File: src/hdl/stt_pkg.sv
// shared types and constants for the sine test-tone generator
// no dependencies
`default_nettype none

package stt_pkg;

  localparam int SAMPLE_BITS = 16;
  localparam int AMP_BITS    = 15;
  localparam int FRAMES_BITS = 17;
  localparam int VOL_BITS    = 7;
  localparam int FREQ_BITS   = 16;
  localparam int DUR_BITS    = 16;
  localparam int FREQ_C_BITS = 12;
  localparam int DUR_C_BITS  = 13;

  localparam logic CMD_START = 1'b0;
  localparam logic CMD_TICK  = 1'b1;

  localparam logic [FREQ_BITS-1:0]   FREQ_MIN    = 16'd100;
  localparam logic [FREQ_BITS-1:0]   FREQ_MAX    = 16'd3000;
  localparam logic [DUR_BITS-1:0]    DUR_MIN     = 16'd100;
  localparam logic [DUR_BITS-1:0]    DUR_MAX     = 16'd5000;
  localparam logic [VOL_BITS-1:0]    VOL_RESET   = 7'd35;
  localparam logic [VOL_BITS-1:0]    VOL_MAX     = 7'd100;
  localparam logic [15:0]            AMP_PER_PCT = 16'd260;
  localparam logic [FRAMES_BITS-1:0] FRAMES_MAX  = 17'd131071;

  typedef struct packed {
    logic                 cmd;
    logic [FREQ_BITS-1:0] tone_freq;
    logic [DUR_BITS-1:0]  tone_len;
  } req_word_t;

  typedef struct packed {
    logic signed [SAMPLE_BITS-1:0] left_sample;
    logic signed [SAMPLE_BITS-1:0] right_sample;
    logic                          tone_active;
    logic                          last_frame;
  } rsp_word_t;

  typedef struct packed {
    logic                valid;
    logic                tone;
    logic                active;
    logic                last;
    logic [AMP_BITS-1:0] amp;
  } frame_t;

endpackage

`default_nettype wire

File: src/hdl/stt_scale.sv
// scales the sine table word by the tone amplitude and holds the output word
// uses stt_pkg
`default_nettype none

module stt_scale (
  input  wire logic                              clk,
  input  wire logic                              rst,
  input  wire stt_pkg::frame_t                   frame,
  input  wire logic [stt_pkg::SAMPLE_BITS-1:0]   rom_data,
  output      logic                              hold,
  output      logic                              rsp_valid,
  input  wire logic                              rsp_stall,
  output      stt_pkg::rsp_word_t                rsp
);

  import stt_pkg::*;

  logic                          load;
  logic                          neg;
  logic [SAMPLE_BITS-1:0]        mag_w;
  logic [AMP_BITS-1:0]           mag;
  logic [2*AMP_BITS-1:0]         prod;
  logic [SAMPLE_BITS-1:0]        scaled;
  logic signed [SAMPLE_BITS-1:0] sample;

  always_comb begin
    load = frame.valid && (!rsp_valid || !rsp_stall);
    hold = frame.valid && !load;
    neg    = rom_data[SAMPLE_BITS-1];
    mag_w  = neg ? (SAMPLE_BITS'(0) - rom_data) : rom_data;
    mag    = mag_w[AMP_BITS-1:0];
    prod   = (2*AMP_BITS)'(mag) * (2*AMP_BITS)'(frame.amp);
    scaled = SAMPLE_BITS'(prod[2*AMP_BITS-1:AMP_BITS]);
    if (!frame.tone) begin
      sample = '0;
    end else if (neg) begin
      sample = SAMPLE_BITS'(0) - scaled;
    end else begin
      sample = scaled;
    end
  end

  always_ff @(posedge clk) begin
    if (rst) begin
      rsp_valid <= 1'b0;
    end else if (load) begin
      rsp_valid <= 1'b1;
    end else if (!rsp_stall) begin
      rsp_valid <= 1'b0;
    end
  end

  always_ff @(posedge clk) begin
    if (load) begin
      rsp.left_sample  <= sample;
      rsp.right_sample <= sample;
      rsp.tone_active  <= frame.active;
      rsp.last_frame   <= frame.last;
    end
  end

endmodule

`default_nettype wire

File: config.mk
export PLATFORM = sky130hd
export DESIGN_NAME = stt_scale
export DESIGN_NICKNAME = d
export VERILOG_FILES = /design/src/hdl/stt_pkg.sv /design/src/hdl/stt_scale.sv
export SDC_FILE = /design/constraint.sdc
export NUM_CORES = 1
export LEC_CHECK = 0
export BUFFER_PORTS_ARGS = -buffer_cell sky130_fd_sc_hd__buf_2
export CAP_MARGIN = 20
export CORE_MARGIN = 5
export CORE_UTILIZATION = 40
export CTS_CLUSTER_SIZE = 30
export DETAILED_ROUTE_END_ITERATION = 10
export PLACE_DENSITY = 0.56
export SLEW_MARGIN = 15
export SYNTH_ARGS = -nofsm -noshare
export SYNTH_HDL_FRONTEND = slang
export SYNTH_SLANG_ARGS = --single-unit
File: constraint.sdc
create_clock -name clk -period 13.8 [get_ports clk]
set_input_delay 0.69 -clock clk [delete_from_list [all_inputs] [get_ports clk]]
set_output_delay 0.69 -clock clk [all_outputs]
set_load 0.01 [all_outputs]
==> flow_summary_export.csv <==
group,metric,value,unit
route,drt_iter0_drc,370,
die,rows,54,
cts,hold_buffers,0,
sta,slew_violations,0,
die,io_pins,74,
layout,final_common_cell,"inv_1",
sta,final_hold_viol_count,0,
sta,clock_skew,4.82,ps
route,routed_via_density,4.97,
critical_path,setup.worst_path.end_class,"flop",
synth,synth_edf_count,18,
cts,cts_buffer_depth,2,
global_route,grt_pass1_wl,35300,um
critical_path,critPathKind,"input pin to flop",
sta,setup_viol,0,
cts,post-cts-setup-buffers,0,
route,drc,0,
sta,tightest_slew,1090,ps
layout,diodes,0,
route,first_pass_iters,5,
critical_path,slowest_stage,"xor2_1",
sta,clock.fmax,0.111,GHz
synth,synthArstFlopShare,0,%
synth,synth.cell_area,8710,um^2
layout,drive_gt1_share,9.69,%
critical_path,critPathLaunchType,"input pin",
placed_design,port_buffers,73,
synth,synth_cells,988,
route,wirelength,20500,um
global_route,antenna_found_initial,0,
layout,num-nets-final,1320,
route,drtAntennaViolNets,0,
critical_path,cpPeakStageDelay,840,ps
die,floorplan.initialDensity,40.3,%
critical_path,required,13790,ps
layout,n_fill_cell,2230,
die,fp.dieArea,24800,um^2
critical_path,arrival,8960,ps
worst_hold_path,min_path_cells,2,
cts,cts_buffers,3,
worst_hold_path,min_from,"rsp_valid",
critical_path,reg2reg_depth,2,
global_route,overflow,0,
cts,h-tree-depth,1,
die,die_y,158,um
synth,synthFlopType,"edfxtp_1",
global_route,track_usage,17.6,%
worst_hold_path,min_delay_worst_endpoint,"rsp_valid",
global_route,grt_pass1_vias,6970,
route,routed-via-count,6476,
critical_path,crit_top_cell,"fa_1",
die,core-area,21600,um^2
cts,cts.clk_slew.worst_paths,50,ps
worst_hold_path,hold_class,"flop to flop",
sta,rsz0062_at_grt,"no",
run,drv_cap,0,
synth,ys_warn_count,0,
cts,clkSinkCount,19,
status,status,"completed",
synth,avgSynthCellArea,8.81,um^2
critical_path,r2r-start,"rsp_valid",
sta,finalCritPeriodShare,65.0,%
layout,layout_common_cells,"inv_1, fa_1, nand2_1",
synth,synth.net_count,1285,
route,detail_route.wl_per_cell,15.8,um
sta,relSlewSlack,27.0,%
synth,ys_ff_latch,19,
placed_design,routabilityCongestion,0.889,
layout,area_growth,7.40,%
cts,clk_latency,250,ps
sta,setup_tns,0,ps
sta,layout_min_cycle_time,8970,ps
critical_path,regToRegSetupSlack,12750,ps
cts,cts_root_buffer,"clkbuf_16",
critical_path,r2r-end,"rsp[7]",
placed_design,dp_hpwl,17100,um
global_route,grt_max_degree,30,
synth,ys_types,51,
critical_path,crit_fanout,16,
synth,ys_seq_area_share,6.44,%
layout,fin_util,43.3,%
cts,cts_tree,"built",
cts,ctsResizeCount,0,
die,die_w,158,um
-- cell type report --
class / count / area (um^2) / area share (%)
sequential: 19 / 561 / 5.99
clock buffer: 4 / 78.8 / 0.843
timing repair buffer: 82 / 433 / 4.63
multi-input combinational: 717 / 7180 / 76.8
inverter: 200 / 751 / 8.03
tap: 280 / 350 / 3.75
-- worst max-delay path: cells and delay by family --
kind,cells,cell delay [ps]
AO/OA/AOI/OAI,7,1900
buffers and inverters,5,490
adder cells (fa/ha/maj),8,3640
AND/OR/NAND/NOR,6,990
XOR/XNOR,3,1260
-- cells by family after synthesis --
group           synth area share [%]
fa+ha+maj                       51.5
mux                            0.158
compound gates                  7.31
buf+inv                         11.6
xor+xnor                        3.82
flops                           6.44
simple gates                    19.2
-- Yosys cell counts, types with 2 or more instances --
cell type	number	area share [%]
buf_4	16	1.4
fa_1	166	38
a21o_1	3	0.26
edfxtp_1	18	6.2
inv_1	200	8.6
nor4_1	2	0.14
nand3_1	4	0.23
and2_1	124	8.9
nor2_1	26	1.1
and3_1	3	0.22
nand2b_1	2	0.14
ha_1	93	13
xnor2_1	25	2.5
a21boi_0	2	0.17
clkbuf_1	36	1.6
o31ai_1	10	0.86
nor3_1	14	0.80
o211ai_1	4	0.34
a31oi_1	3	0.22
a211o_1	2	0.20
nand2_1	125	5.4
a311oi_1	2	0.20
xor2_1	13	1.3
a221o_1	2	0.23
and2b_1	6	0.52
o21ai_1	2	0.11
nand4_1	3	0.22
nor2b_1	3	0.22
or3_1	7	0.50
o21ai_0	22	1.3
a21oi_1	30	1.7
-- flip-flops by register name (all words and copies together) (netlist names) --
name and flops:
rsp 18, rsp_valid 1
-- how the worst max path moves through the flow --
stage / slack [ps] / to / depth (start not counted) / start
after CTS: 4830 / rsp[16] / 29 / rom_data[0]
after detailed placement: 4580 / rsp[16] / 29 / rom_data[0]
after global placement: 4550 / rsp[16] / 30 / rom_data[4]
final: 4830 / rsp[16] / 29 / rom_data[0]
after floorplan: 5740 / rsp[16] / 30 / rom_data[1]
after global routing: 4230 / rsp[16] / 29 / rom_data[0]
-- per-stage QoR --
step                      cells  hold slack (ps)  cell area (um^2)  setup WS (ps)
after floorplan             988              542              8710           5740
after global placement     1298              516              9270           4550
after detailed placement   1298              526              9270           4580
after CTS                  1302              535              9350           4830
after global routing       1302              573              9350           4230
final                      1302              536              9350           4830
-- routing by layer --
layer | GRT usage (%) | up-vias | part of all wire (%)
met3 | 1.32 | 14 | 2.8
met2 | 31.3 | 109 | 51
met5 | 0 | - | 0
met4 | 1.47 | 0 | 0.68
met1 | 24.4 | 3262 | 46
li1 | - | 3091 | -
Power is left out: the tool's default activity adds up to more than one toggle a clock period on the data nets, which glitch-free logic cannot reach.
