===== src/hdl/stt_pkg.sv =====
// shared types and constants for the sine test-tone generator
// no dependencies
`default_nettype none

package stt_pkg;

  localparam int SAMPLE_BITS = 16;
  localparam int AMP_BITS    = 15;
  localparam int FRAMES_BITS = 17;
  localparam int VOL_BITS    = 7;
  localparam int FREQ_BITS   = 16;
  localparam int DUR_BITS    = 16;
  localparam int FREQ_C_BITS = 12;
  localparam int DUR_C_BITS  = 13;

  localparam logic CMD_START = 1'b0;
  localparam logic CMD_TICK  = 1'b1;

  localparam logic [FREQ_BITS-1:0]   FREQ_MIN    = 16'd100;
  localparam logic [FREQ_BITS-1:0]   FREQ_MAX    = 16'd3000;
  localparam logic [DUR_BITS-1:0]    DUR_MIN     = 16'd100;
  localparam logic [DUR_BITS-1:0]    DUR_MAX     = 16'd5000;
  localparam logic [VOL_BITS-1:0]    VOL_RESET   = 7'd35;
  localparam logic [VOL_BITS-1:0]    VOL_MAX     = 7'd100;
  localparam logic [15:0]            AMP_PER_PCT = 16'd260;
  localparam logic [FRAMES_BITS-1:0] FRAMES_MAX  = 17'd131071;

  typedef struct packed {
    logic                 cmd;
    logic [FREQ_BITS-1:0] tone_freq;
    logic [DUR_BITS-1:0]  tone_len;
  } req_word_t;

  typedef struct packed {
    logic signed [SAMPLE_BITS-1:0] left_sample;
    logic signed [SAMPLE_BITS-1:0] right_sample;
    logic                          tone_active;
    logic                          last_frame;
  } rsp_word_t;

  typedef struct packed {
    logic                valid;
    logic                tone;
    logic                active;
    logic                last;
    logic [AMP_BITS-1:0] amp;
  } frame_t;

endpackage

`default_nettype wire


===== src/hdl/stt_phase.sv =====
// tone state: volume, phase accumulator, step, frame count and amplitude
// issues the sine table read and holds the frame stage; uses stt_pkg
`default_nettype none

module stt_phase #(
  parameter int SAMPLE_RATE     = 16000,
  parameter int SINE_INDEX_BITS = 10,
  parameter int PHASE_BITS      = 32
) (
  input  wire logic                          clk,
  input  wire logic                          rst,
  input  wire logic                          accept,
  input  wire stt_pkg::req_word_t            req,
  input  wire logic                          cfg_we,
  input  wire logic [stt_pkg::VOL_BITS-1:0]  cfg_data,
  input  wire logic                          hold,
  output      logic [SINE_INDEX_BITS-1:0]    rd_addr,
  output      stt_pkg::frame_t               frame
);

  import stt_pkg::*;

  localparam int STEP_SHIFT = 28;
  localparam int STEP_MW    = PHASE_BITS + 16;
  localparam int STEP_PW    = FREQ_C_BITS + STEP_MW;
  localparam logic [63:0] STEP_NUM = 64'd1 << (PHASE_BITS + STEP_SHIFT);
  localparam logic [STEP_MW-1:0] STEP_MUL =
    STEP_MW'((STEP_NUM + 64'(SAMPLE_RATE) - 64'd1) / 64'(SAMPLE_RATE));

  localparam int FRM_SHIFT = 23;
  localparam int FRM_MW    = 29;
  localparam int FRM_PW    = DUR_C_BITS + FRM_MW;
  localparam int FRM_RW    = FRM_PW - FRM_SHIFT;
  localparam logic [63:0] FRM_NUM = 64'(SAMPLE_RATE) << FRM_SHIFT;
  localparam logic [FRM_MW-1:0] FRM_MUL = FRM_MW'((FRM_NUM + 64'd999) / 64'd1000);

  logic [VOL_BITS-1:0]    volume;
  logic [PHASE_BITS-1:0]  phase_acc;
  logic [PHASE_BITS-1:0]  phase_step;
  logic [FRAMES_BITS-1:0] frames_left;
  logic [AMP_BITS-1:0]    tone_amplitude;

  logic [FREQ_C_BITS-1:0] freq_c;
  logic [DUR_C_BITS-1:0]  dur_c;
  logic [STEP_PW-1:0]     step_prod;
  logic [FRM_PW-1:0]      frm_prod;
  logic [FRM_RW-1:0]      frm_raw;
  logic [FRAMES_BITS-1:0] frames_start;
  logic [AMP_BITS-1:0]    amp_start;
  logic                   running;
  logic                   is_start;
  logic                   is_tick;
  frame_t                 frame_next;

  always_comb begin
    if (req.tone_freq < FREQ_MIN) begin
      freq_c = FREQ_C_BITS'(FREQ_MIN);
    end else if (req.tone_freq > FREQ_MAX) begin
      freq_c = FREQ_C_BITS'(FREQ_MAX);
    end else begin
      freq_c = req.tone_freq[FREQ_C_BITS-1:0];
    end
    if (req.tone_len < DUR_MIN) begin
      dur_c = DUR_C_BITS'(DUR_MIN);
    end else if (req.tone_len > DUR_MAX) begin
      dur_c = DUR_C_BITS'(DUR_MAX);
    end else begin
      dur_c = req.tone_len[DUR_C_BITS-1:0];
    end
    step_prod = STEP_PW'(freq_c) * STEP_PW'(STEP_MUL);
    frm_prod  = FRM_PW'(dur_c) * FRM_PW'(FRM_MUL);
    frm_raw   = frm_prod[FRM_PW-1:FRM_SHIFT];
    frames_start = (frm_raw > FRM_RW'(FRAMES_MAX)) ? FRAMES_MAX : FRAMES_BITS'(frm_raw);
    amp_start = AMP_BITS'(16'(volume) * AMP_PER_PCT);
  end

  always_comb begin
    running  = (frames_left != '0);
    is_start = accept && (req.cmd == CMD_START);
    is_tick  = accept && (req.cmd == CMD_TICK) && running;
    rd_addr  = phase_acc[PHASE_BITS-1 -: SINE_INDEX_BITS];
    frame_next.valid  = accept;
    frame_next.amp    = tone_amplitude;
    frame_next.tone   = 1'b0;
    frame_next.active = 1'b0;
    frame_next.last   = 1'b0;
    if (req.cmd == CMD_START) begin
      frame_next.active = (frames_start != '0);
    end else if (running) begin
      frame_next.tone   = 1'b1;
      frame_next.active = (frames_left != FRAMES_BITS'(1));
      frame_next.last   = (frames_left == FRAMES_BITS'(1));
    end
  end

  always_ff @(posedge clk) begin
    if (rst) begin
      volume         <= VOL_RESET;
      phase_acc      <= '0;
      phase_step     <= '0;
      frames_left    <= '0;
      tone_amplitude <= '0;
    end else begin
      if (cfg_we) begin
        volume <= (cfg_data > VOL_MAX) ? VOL_MAX : cfg_data;
      end
      if (is_start) begin
        phase_acc      <= '0;
        phase_step     <= step_prod[STEP_SHIFT +: PHASE_BITS];
        frames_left    <= frames_start;
        tone_amplitude <= amp_start;
      end else if (is_tick) begin
        phase_acc   <= phase_acc + phase_step;
        frames_left <= frames_left - 1'b1;
      end
    end
  end

  always_ff @(posedge clk) begin
    if (rst) begin
      frame.valid <= 1'b0;
    end else if (!hold) begin
      frame.valid <= frame_next.valid;
    end
    if (!hold && accept) begin
      frame.tone   <= frame_next.tone;
      frame.active <= frame_next.active;
      frame.last   <= frame_next.last;
      frame.amp    <= frame_next.amp;
    end
  end

endmodule

`default_nettype wire


===== config.mk =====
export PLATFORM = sky130hd
export DESIGN_NAME = stt_phase
export DESIGN_NICKNAME = d
export VERILOG_FILES = /design/src/hdl/stt_pkg.sv /design/src/hdl/stt_phase.sv
export SDC_FILE = /design/constraint.sdc
export NUM_CORES = 1
export LEC_CHECK = 0
export BUFFER_PORTS_ARGS = -buffer_cell sky130_fd_sc_hd__buf_2
export CAP_MARGIN = 0
export CORE_MARGIN = 2
export CORE_UTILIZATION = 42
export DETAILED_ROUTE_END_ITERATION = 6
export GPL_ROUTABILITY_DRIVEN = 0
export GPL_TIMING_DRIVEN = 0
export PLACE_DENSITY_LB_ADDON = 0.1
export SKIP_CTS_REPAIR_TIMING = 1
export SYNTH_ARGS = -nofsm -noshare
export SYNTH_HDL_FRONTEND = slang
export SYNTH_SLANG_ARGS = --single-unit

===== constraint.sdc =====
create_clock -name clk -period 8.7 [get_ports clk]
set_input_delay 0 -clock clk [delete_from_list [all_inputs] [get_ports clk]]
set_output_delay 0 -clock clk [all_outputs]
set_load 0.005 [all_outputs]

==> results.py <==
metrics = {
    "global_routing": {
        "grt_pass1_wl_um": 57800,
        "grt_use_total_pct": 22.2,
        "antenna_found_initial": 0,
        "grt_max_degree": 18,
        "overflow": 0,
        "grt_pass1_vias": 11100,
    },
    "routing": {
        "drcViolationCount": 0,
        "drt_pass1_iterations": 5,
        "vias": 10800,
        "via_per_inst": 5.27,
        "wire_per_inst_um": 17.5,
        "antenna_left": 0,
        "routed_wl_um": 35800,
        "drt_iter0_markers": 513,
    },
    "timing": {
        "fmax_ghz": 0.125,
        "maxSlewViolCount": 0,
        "period_needed_ps": 7980,
        "max_slew_margin_pct": 13.2,
        "finalClockSkew_ps": 7.37,
        "tightest_slew_ps": 1290,
        "hold_violations": 3,
        "setup_tns_ps": 0,
        "finalSetupViolations": 0,
        "rsz0062_at_grt": "false",
        "fin_hold_ws_ps": -10.1,
        "period_share_pct": 91.7,
    },
    "synth": {
        "ys_seq_elements": 117,
        "async_flop_share_pct": 0,
        "synth-edff-count": 16,
        "synth_cells": 1528,
        "syn_area_sq_mm": 0.0134,
        "synth_flop_cell": "dfxtp_1",
        "ys_warn_count": 0,
        "ys_types": 75,
        "synth_top_cell_by_area": "fa_1",
        "synth_seq_area_share_pct": 18.7,
        "post_synth.cell_area_avg_sq_um": 8.77,
        "yosysTopAreaCellShare_pct": 20.5,
        "synth_area_leaders": "fa_1, ha_1, dfxtp_1",
    },
    "setup_path": {
        "arrival_ps": 8290,
        "required_ps": 9010,
        "critical_path_class": "in2reg",
        "worst_setup_path_start_kind": "input port",
        "worstPathMaxFanout": 7,
        "end_kind": "register",
    },
    "status": {
        "violations": "negative hold slack",
        "run_status": "complete, but fails checks",
    },
    "power": {
        "p_sw_share_pct": 38.8,
        "switchingPower_mw": 1.01,
        "peakVddDrop_v": 0.000114,
        "pwr_density_cell_mw_per_mm2": 173,
        "power_frac_clock_pct": 29.9,
        "power_leakage_nw": 7.18,
        "p_comb_share_pct": 45.7,
        "seqPwrFrac_pct": 24.4,
        "p_total_mw": 2.61,
        "internal_power_mw": 1.60,
    },
    "final_layout": {
        "layout.nets": 2011,
        "design_area_sq_mm": 0.0151,
        "finalNonFillerCells": 2051,
        "drive_gt1_share_pct": 8.43,
        "diodes": 0,
        "area_growth_pct": 12.6,
    },
    "clock_tree": {
        "numCtsBuffers": 17,
        "insertion_delay_ps": 420,
        "clk_pin_slew_ps": 60,
        "cts_buffer_depth": 2,
        "cts_tree": "yes",
        "cts-root-buf": "clkbuf_16",
        "cts_max_level": 4,
        "numClockSinks": 117,
    },
    "die": {
        "rows": 65,
        "dieHeight_um": 183,
        "start_util_pct": 42.6,
        "ios": 74,
        "core-area_sq_mm": 0.0315,
        "fp.dieW_um": 183,
        "dieArea_sq_mm": 0.0334,
    },
    "placed_design": {
        "port_buffers": 69,
        "dp_cells": 2001,
        "dpl_cell_area_sq_mm": 0.0143,
        "dp_hpwl_um": 29400,
    },
    "job": {
        "max_cap_viol_count": 0,
    },
    "worst_hold_path": {
        "hold_path.class": "in2reg",
    },
}
==> cell families after synthesis <==
| family | after synthesis | share of synthesized area (%) |
|---|---|---|
| other cells | 1 | 0.0280 |
| mux | 2 | 0.159 |
| compound gates | 339 | 16.0 |
| simple gates | 370 | 13.2 |
| buf+inv | 305 | 9.19 |
| xor+xnor | 62 | 4.05 |
| flops | 117 | 18.7 |
| fa+ha+maj | 332 | 38.6 |
==> power by group through the flow <==
stage	clock network (mW)	logic [mW]	registers (mW)
floorplan	0	0.892	0.633
global placement	0	1.18	0.647
detailed placement	0	1.19	0.648
CTS	0.794	1.20	0.636
global route	0.815	1.36	0.642
finish	0.781	1.19	0.636
==> worst max-delay path, cell delays in order <==
cell and delay [ps]:
buf_2 90, nor4_1 570, nand2_1 260, o21ai_0 1060, inv_1 550, ha_1 580, fa_1 520, inv_1 50
fa_1 470, inv_1 60, fa_1 500, fa_1 500, ha_1 380, nand4_1 170, o22ai_1 130, o21ai_1 320
o2111ai_1 390, a41o_1 420, o2111ai_2 380, nor4_1 120, o32ai_1 440, xnor2_1 120, a22o_1 200
==> synthesized netlist by cell type (3+ instances only) <==
master	instances
o211ai_1	3
or3_1	9
nor2_1	81
o2111ai_1	5
nand2b_1	11
o21bai_1	8
nand3_1	24
o21a_1	11
xor2_1	28
a22o_1	17
a21o_1	32
nand3b_1	4
nor3_2	3
nor3_1	17
ha_1	193
nor2b_1	14
buf_1	4
nand4_1	16
fa_1	137
dfxtp_1	101
nand2_1	136
buf_6	4
o311ai_0	3
a21oi_1	127
edfxtp_1	16
nor4_1	12
a221oi_1	4
or4_1	5
a31oi_1	9
and3_1	11
a21boi_0	5
a221o_1	3
xnor2_1	34
a22oi_1	4
a211oi_1	14
buf_4	15
o31ai_1	7
o21ai_0	60
and2_1	14
inv_1	257
clkbuf_1	24
==> final cells by class <==
type | count | area [sq um]
Buffer | 48 | 268
Clock buffer | 17 | 425
Clock inverter | 15 | 225
Fill cell | 3178 | 16400
Inverter | 257 | 965
Multi-Input combinational cell | 1107 | 9680
Sequential cell | 117 | 2500
Tap cell | 402 | 503
Timing Repair Buffer | 88 | 533
==> sequential cells by signal, summed over array words and instances (netlist names) <==
register / cells
frames_left: 17
tone_amplitude: 13
frame: 17
phase_acc: 32
phase_step: 31
volume: 7
==> cell usage in the layout (no fill, tap or decap), types with 32 or more instances in the layout <==
cell	instances
nor2_1	81
ha_1	193
a21o_1	32
dfxtp_1	101
buf_2	70
fa_1	137
a21oi_1	127
xnor2_1	34
nand2_1	136
o21ai_0	59
inv_1	257
==> worst paths after layout <==
path | from | to | slack [ps] | cells after the start
worst max register to register | phase_acc[0] | phase_acc[30] | 5390 | 13
worst min-delay path | req[7] | frames_left[11] | -10 | 3
worst max-delay path | req[30] | phase_step[23] | 720 | 23
worst min register to register | tone_amplitude[2] | frame[2] | 430 | 0
==> routing by layer <==
layer  share of wire [%]  track usage (%)  wire length (um)  vias to the layer above
met3                 3.6             2.97              1300                       58
met2                  48             39.0             17300                      213
met1                  46             28.4             16300                     5179
li1                    -                -                 -                     5368
met4                 2.5             7.00               909                        0
met5                   0                0                 0                        -
==> through the flow <==
step | hold WS, ps | setup slack (ps) | utilization [%]
after floorplan | 122 | 2130 | -
after global placement | 242 | 319 | 45.3
after detailed placement | 244 | 286 | 45.3
after CTS | -191 | 712 | 47.4
after global routing | 16.8 | 147 | 48.0
final | -10.1 | 720 | 48.0
Power figures use the tool's default switching activity.
